`src/rtl/core/atoiab_pkg.sv`:
```
// Package for the any-base ASCII to integer converter: character codes,
// register indexes, reset values and the parse phase type. No dependencies.
package atoiab_pkg;

  localparam int MAX_DIGITS_DEF = 16;

  localparam int CHAR_W  = 8;
  localparam int VALUE_W = 32;
  localparam int CFG_W   = 64;
  localparam int LENREG_W = 5;
  localparam int CFG_IDX_W = 2;

  localparam logic [CHAR_W-1:0] CHAR_NUL   = 8'd0;
  localparam logic [CHAR_W-1:0] CHAR_TAB   = 8'd9;
  localparam logic [CHAR_W-1:0] CHAR_CR    = 8'd13;
  localparam logic [CHAR_W-1:0] CHAR_SPACE = 8'd32;
  localparam logic [CHAR_W-1:0] CHAR_PLUS  = 8'd43;
  localparam logic [CHAR_W-1:0] CHAR_MINUS = 8'd45;

  // configuration register indexes
  localparam logic [CFG_IDX_W-1:0] REG_ALPHA_LOW  = 2'd0;
  localparam logic [CFG_IDX_W-1:0] REG_ALPHA_HIGH = 2'd1;
  localparam logic [CFG_IDX_W-1:0] REG_ALPHA_LEN  = 2'd2;

  // "01234567", "89", base ten
  localparam logic [CFG_W-1:0]    ALPHA_LOW_RST  = 64'h3736353433323130;
  localparam logic [CFG_W-1:0]    ALPHA_HIGH_RST = 64'h0000000000003938;
  localparam logic [LENREG_W-1:0] ALPHA_LEN_RST  = 5'd10;

  typedef enum logic [3:0] {
    PH_SPACE  = 4'b0001,
    PH_SIGN   = 4'b0010,
    PH_DIGITS = 4'b0100,
    PH_DONE   = 4'b1000
  } phase_t;

endpackage

```
`src/rtl/core/ascii_to_integer_any_base.sv`:
```
// Top level of the any-base ASCII to integer converter.
// Depends on atoiab_pkg for character codes, register indexes and types.
//
// Takes one character per transaction and gives one signed 32-bit result on
// the character marked is_last; sustained rate is one character per cycle.
// Each character is matched against the alphabet registers in parallel on
// its way into the input register, and the parse step (multiply-accumulate)
// runs from that register in the next cycle; a result is written to the output
// register when its last character leaves the input register. A waiting result
// stalls only a following last character, which then holds off the input.
// The alphabet validity flag is recomputed every cycle from the registers,
// so configuration must be written while the block is idle.
module ascii_to_integer_any_base #(
  parameter int MAX_DIGITS = atoiab_pkg::MAX_DIGITS_DEF
) (
  input  logic                                 clk,
  input  logic                                 rst,
  // configuration write channel
  input  logic                                 cfg_valid,
  output logic                                 cfg_ready,
  input  logic [atoiab_pkg::CFG_IDX_W-1:0]     cfg_index,
  input  logic [atoiab_pkg::CFG_W-1:0]         cfg_data,
  // character input
  input  logic                                 in_valid,
  output logic                                 in_ready,
  input  logic [atoiab_pkg::CHAR_W-1:0]        char_code,
  input  logic                                 is_last,
  // result output
  output logic                                 out_valid,
  input  logic                                 out_ready,
  output logic signed [atoiab_pkg::VALUE_W-1:0] value,
  output logic                                 valid_res
);

  localparam int DIGIT_W = (MAX_DIGITS > 1) ? $clog2(MAX_DIGITS) : 1;
  localparam int LEN_W   = $clog2(MAX_DIGITS + 1);
  localparam int CW      = atoiab_pkg::CHAR_W;
  localparam int VW      = atoiab_pkg::VALUE_W;

  // configuration registers
  logic [atoiab_pkg::CFG_W-1:0]    alphabet_low_chars;
  logic [atoiab_pkg::CFG_W-1:0]    alphabet_high_chars;
  logic [atoiab_pkg::LENREG_W-1:0] alphabet_length;

  logic [2*atoiab_pkg::CFG_W-1:0] alpha_all;
  logic [LEN_W-1:0]               used_len;
  logic                           alpha_ok_next;
  logic                           alpha_ok;

  // input stage
  logic               in_hit;
  logic [DIGIT_W-1:0] in_digit;
  logic               in_space;
  logic               in_sign;
  logic               s1_valid;
  logic               s1_last;
  logic               s1_space;
  logic               s1_sign;
  logic               s1_minus;
  logic               s1_hit;
  logic [DIGIT_W-1:0] s1_digit;
  logic               s1_go;

  // parse state
  atoiab_pkg::phase_t phase;
  atoiab_pkg::phase_t phase_next;
  logic               negative;
  logic               negative_next;
  logic [VW-1:0]      accumulator;
  logic [VW-1:0]      accumulator_next;
  logic [VW-1:0]      acc_mul;

  assign cfg_ready = 1'b1;

  always_ff @(posedge clk) begin
    if (rst) begin
      alphabet_low_chars  <= atoiab_pkg::ALPHA_LOW_RST;
      alphabet_high_chars <= atoiab_pkg::ALPHA_HIGH_RST;
      alphabet_length     <= atoiab_pkg::ALPHA_LEN_RST;
    end else if (cfg_valid) begin
      unique case (cfg_index)
        atoiab_pkg::REG_ALPHA_LOW:  alphabet_low_chars  <= cfg_data;
        atoiab_pkg::REG_ALPHA_HIGH: alphabet_high_chars <= cfg_data;
        atoiab_pkg::REG_ALPHA_LEN:  alphabet_length <= cfg_data[atoiab_pkg::LENREG_W-1:0];
        default: ;
      endcase
    end
  end

  assign alpha_all = {alphabet_high_chars, alphabet_low_chars};

  always_comb begin
    if (alphabet_length > atoiab_pkg::LENREG_W'(MAX_DIGITS)) begin
      used_len = LEN_W'(MAX_DIGITS);
    end else begin
      used_len = LEN_W'(alphabet_length);
    end
  end

  // alphabet check: length in range, no sign or zero byte, no duplicate
  always_comb begin
    alpha_ok_next = (alphabet_length >= atoiab_pkg::LENREG_W'(2)) &&
                    (alphabet_length <= atoiab_pkg::LENREG_W'(MAX_DIGITS));
    for (int i = 0; i < MAX_DIGITS; i++) begin
      if (atoiab_pkg::LENREG_W'(i) < alphabet_length) begin
        if (alpha_all[8*i +: 8] == atoiab_pkg::CHAR_NUL ||
            alpha_all[8*i +: 8] == atoiab_pkg::CHAR_PLUS ||
            alpha_all[8*i +: 8] == atoiab_pkg::CHAR_MINUS) begin
          alpha_ok_next = 1'b0;
        end
        for (int j = i + 1; j < MAX_DIGITS; j++) begin
          if (atoiab_pkg::LENREG_W'(j) < alphabet_length &&
              alpha_all[8*j +: 8] == alpha_all[8*i +: 8]) begin
            alpha_ok_next = 1'b0;
          end
        end
      end
    end
  end

  always_ff @(posedge clk) begin
    alpha_ok <= alpha_ok_next;
  end

  // digit match, lowest index wins
  always_comb begin
    in_hit   = 1'b0;
    in_digit = '0;
    for (int k = MAX_DIGITS - 1; k >= 0; k--) begin
      if (LEN_W'(k) < used_len && alpha_all[8*k +: 8] == char_code) begin
        in_hit   = 1'b1;
        in_digit = DIGIT_W'(k);
      end
    end
  end

  assign in_space = (char_code == atoiab_pkg::CHAR_SPACE) ||
                    (char_code >= atoiab_pkg::CHAR_TAB && char_code <= atoiab_pkg::CHAR_CR);
  assign in_sign  = (char_code == atoiab_pkg::CHAR_PLUS) ||
                    (char_code == atoiab_pkg::CHAR_MINUS);

  // a last character needs room in the output register
  assign s1_go    = s1_valid && (!s1_last || !out_valid || out_ready);
  assign in_ready = !s1_valid || s1_go;

  always_ff @(posedge clk) begin
    if (rst) begin
      s1_valid <= 1'b0;
    end else if (in_ready) begin
      s1_valid <= in_valid;
    end
  end

  always_ff @(posedge clk) begin
    if (in_valid && in_ready) begin
      s1_last  <= is_last;
      s1_space <= in_space;
      s1_sign  <= in_sign;
      s1_minus <= (char_code == atoiab_pkg::CHAR_MINUS);
      s1_hit   <= in_hit;
      s1_digit <= in_digit;
    end
  end

  assign acc_mul = accumulator * VW'(used_len);

  always_comb begin
    phase_next       = phase;
    negative_next    = negative;
    accumulator_next = accumulator;
    if (phase == atoiab_pkg::PH_SPACE && s1_space) begin
      phase_next = phase;
    end else if ((phase == atoiab_pkg::PH_SPACE || phase == atoiab_pkg::PH_SIGN) && s1_sign) begin
      phase_next    = atoiab_pkg::PH_SIGN;
      negative_next = negative ^ s1_minus;
    end else if (phase != atoiab_pkg::PH_DONE) begin
      if (s1_hit) begin
        accumulator_next = acc_mul + VW'(s1_digit);
        phase_next       = atoiab_pkg::PH_DIGITS;
      end else begin
        phase_next = atoiab_pkg::PH_DONE;
      end
    end
  end

  always_ff @(posedge clk) begin
    if (rst) begin
      phase       <= atoiab_pkg::PH_SPACE;
      negative    <= 1'b0;
      accumulator <= '0;
    end else if (s1_go) begin
      if (s1_last) begin
        phase       <= atoiab_pkg::PH_SPACE;
        negative    <= 1'b0;
        accumulator <= '0;
      end else begin
        phase       <= phase_next;
        negative    <= negative_next;
        accumulator <= accumulator_next;
      end
    end
  end

  always_ff @(posedge clk) begin
    if (rst) begin
      out_valid <= 1'b0;
    end else if (s1_go && s1_last) begin
      out_valid <= 1'b1;
    end else if (out_ready) begin
      out_valid <= 1'b0;
    end
  end

  always_ff @(posedge clk) begin
    if (s1_go && s1_last) begin
      valid_res <= alpha_ok;
      if (!alpha_ok) begin
        value <= '0;
      end else if (negative_next) begin
        value <= $signed(VW'(0) - accumulator_next);
      end else begin
        value <= $signed(accumulator_next);
      end
    end
  end

endmodule
```
`config.mk`:
```
export PLATFORM = sky130hd
export DESIGN_NAME = ascii_to_integer_any_base
export DESIGN_NICKNAME = d
export VERILOG_FILES = /design/src/rtl/core/atoiab_pkg.sv /design/src/rtl/core/ascii_to_integer_any_base.sv
export SDC_FILE = /design/constraint.sdc
export NUM_CORES = 2
export LEC_CHECK = 0
export ABC_CLOCK_PERIOD_IN_PS = 7850
export BUFFER_PORTS_ARGS = -buffer_cell sky130_fd_sc_hd__buf_2
export CAP_MARGIN = 30
export CORE_MARGIN = 2
export CORE_UTILIZATION = 60
export DETAILED_ROUTE_END_ITERATION = 10
export HOLD_SLACK_MARGIN = 0.06
export PLACE_DENSITY_LB_ADDON = 0.25
export SLEW_MARGIN = 10
export SYNTH_ARGS = -nofsm -noshare
export SYNTH_HDL_FRONTEND = slang
export SYNTH_SLANG_ARGS = --single-unit
```
`constraint.sdc`:
```
create_clock -name clk -period 7.85 [get_ports clk]
set_input_delay 0.3925 -clock clk [delete_from_list [all_inputs] [get_ports clk]]
set_output_delay 0.3925 -clock clk [all_outputs]
set_load 0.005 [all_outputs]
```
==> metrics <==
Worst Hold Class primary input to flip-flop; vias in the first global route about 27,000; Synth top area share 0.2402; DRT Wirelength between 100,000 and 150,000 µm; Worst Path Max Fanout 40; ys async rst share 0; syn_nets ~3,800; Critical Path Start Type flip-flop; TNS Setup 0 ns; peak supply drop about 0.26 mV; drt via density ~6.7; Synth area leaders xnor2_1, dfxtp_1, xor2_1; slowest stage delay, CP around 0.92 ns; Ys Warns 0; Worst setup EP type flip-flop; Max Cap Violations 0; Fill cells roughly 3,900; Root Buffer clkbuf_16; Cell Int Power roughly 0.0023 W; total global-route track usage 0.4414; commonest non-fill, non-tap cells in the layout xnor2_1, nand2_1, xor2_1, nand4_1, a21oi_1; clk_skew ~0.011 ns; Final Critical Period between 6 and 7 ns; Clock power frac 0.347; antenna viol nets, final 0; WL per Instance ~26 µm; Sw Pwr 0.001200 W; hpwl dp about 70,000 µm; number of port buffers 114; # rows approximately 80; Via Count ~28,000; initial core utilization 0.6053; Seq pwr share 0.344; pwr/cell area around 120 nW/µm²; Layout Nets about 3,700; worst-margin pin slew roughly 1.2 ns; crit path DAT 6.86 ns; LEAKAGE roughly 12 nW; RSZ-0062 raised after global routing no; CTS tree yes; WP buf/inv 1; synth unique cells 90; IO Count 116; routability cong. about 1.1; die area 48,410 µm²; commonest non-fill, non-tap cell in the layout xnor2_1; Post-CTS Setup Bufs 0; die span in y around 220 µm; total power 0.003491 W; DRT Pass-1 Iters 8; status complete, no violations; Switching Fraction 0.3438; final hold violations 0; antenna violations before repair 1; multi-input logic area around 22,000 µm²; layout cells sized above 1 0.1018; Critical Path RT 8.18 ns; achievable frequency between 0.15 and 0.2 GHz; CTS Buf Count 26; synthesized netlist cell count about 3,600; Synth Area per Inst around 7.8 µm²; critical path type flip-flop to flip-flop; Hold Slack slightly above 0.07 ns; Synth area leader xnor2_1; most common flop cell mapped by yosys dfxtp_1; max-slew violations 0; core area about 46,000 µm²; H-Tree Depth 1; CP max stage cell dfxtp_2; Worst-path clk slew 0.06 ns; # clock sinks 215; slew margin rel. 0.1880; Max Buffers Root-to-Sink 3; sequential element share of the synthesized area 0.1687; delay-heaviest family, CP compound AO/OA/AOI/OAI gates; endpoints failing setup 0; DRC Markers 0; area grow syn2layout 8.106%; mapped cell area roughly 28,000 µm²; #FFs+latches synth about 220; storage element area roughly 4700 µm²; Iter 0 DRT Violations around 3,600; largest net degree at the start of global routing 81; Logic pwr share 0.309; Die X-Extent between 200 and 250 µm; final worst-path cycle share 0.8316; post-cts resize count 0; crit-path cells nor2b_2 > buf_8 > and2_1 > ha_1 > fa_1 > fa_1 > ha_1 > a2111oi_0 > o21ai_1 > o311ai_0 > nand2_1 > o311a_1 > o31a_1 > or3_1 > nor3_2 > a21oi_1 > xor2_1 > and2_1; EDFF count, synth 42; Worst-Skew Late Latency between 0.5 and 0.6 ns; first-pass GRT wire length approximately 160,000 µm; Overflow after GRT 0
what timing repair did:
item | 4_1_cts | 5_1_grt
endpoints found under the setup margin | 0 | 0
hold buffers | 31 | 0
endpoints found under the hold margin | 46 | 0
kinds of logic after synthesis:
logic type                 share of synthesized area
and+or+nand+nor                               0.2166
xor gates and xnor gates                      0.3602
buffers and inverters                        0.06296
AOI/OAI and AO/OA                            0.09549
DFF                                           0.1687
adders and majority gates                    0.08964
muxes                                       0.006211
other                                      0.0001339
stage by stage:
stage | util | setup slack, ns | instance area, µm² | instances
finish | 0.6544 | 1.322 | 30270 | 4147
detailed placement | 0.6271 | 1.219 | 29010 | 4060
CTS | 0.6522 | 1.208 | 30170 | 4138
floorplan | - | 1.379 | 28000 | 3572
global route | 0.6543 | 0.9968 | 30270 | 4145
global placement | 0.6271 | 1.393 | 29010 | 4060
sequential cells by signal (all words and copies together) (netlist names), 4 cells and up:
| signal | count |
|---|---|
| phase | 4 |
| value | 32 |
| accumulator | 32 |
| alphabet_high_chars | 64 |
| alphabet_low_chars | 64 |
| s1_digit | 4 |
| alphabet_length | 5 |
cells in the mapped netlist (all sizes together), types with 12 or more instances:
library cell    n
nand3b         38
a31oi          44
nor4          116
clkbuf        266
nand4         187
nor2          104
xor2          381
xnor2         768
a41oi          14
a21oi         176
o21ai          42
o21a           12
or3            15
a22oi          20
dfxtp         173
inv            71
and2           88
buf           119
fa             86
mux2i          14
edfxtp         42
nand3          52
nand2         403
or2            12
ha             63
or4            19
and3           12
nor3           92
layout make-up:
type | count | area share
multi-input cells | 2901 | 0.7117
flip-flops and latches | 215 | 0.1561
repair buffers | 304 | 0.07002
well taps | 607 | 0.02509
clock buffers | 37 | 0.02418
inverters | 71 | 0.008804
clock inverters | 10 | 0.003885
diodes | 2 | 0.0001653
power by group through the flow:
stage	sequential (W)	combinational, W	clock, W
global route	0.00120	0.00113	0.00126
finish	0.00120	0.00108	0.00121
CTS	0.00122	0.00101	0.00122
floorplan	0.00120	0.000744	0
global placement	0.00124	0.000956	0
detailed placement	0.00124	0.000990	0
per-layer routing:
| metal | GRT usage | part of all wire | vias up |
|---|---|---|---|
| met4 | 0.3237 | 0.088 | 0 |
| met1 | 0.5294 | 0.36 | 13110 |
| met5 | 0 | 0 | - |
| li1 | - | - | 11880 |
| met3 | 0.1079 | 0.12 | 656 |
| met2 | 0.6865 | 0.43 | 1973 |
tightest hold or removal path: cells and delay by family:
| family | cells | cell delay (ns) |
|---|---|---|
| buffers and inverters | 1 | 0.10 |
| AND/OR/NAND/NOR | 1 | 0.05 |
| AO/OA/AOI/OAI | 1 | 0.05 |
final timing paths:
path	from	to	slack (ns)	depth (start not counted)
max	alphabet_length[4]	value[24]	1.32	18
min	cfg_data[43]	alphabet_high_chars[43]	0.07	3
max reg2reg	alphabet_length[4]	value[24]	1.32	18
min reg2reg	alphabet_low_chars[18]	alphabet_low_chars[18]	0.46	2
Note: power is estimated with default switching activity, not from simulation.
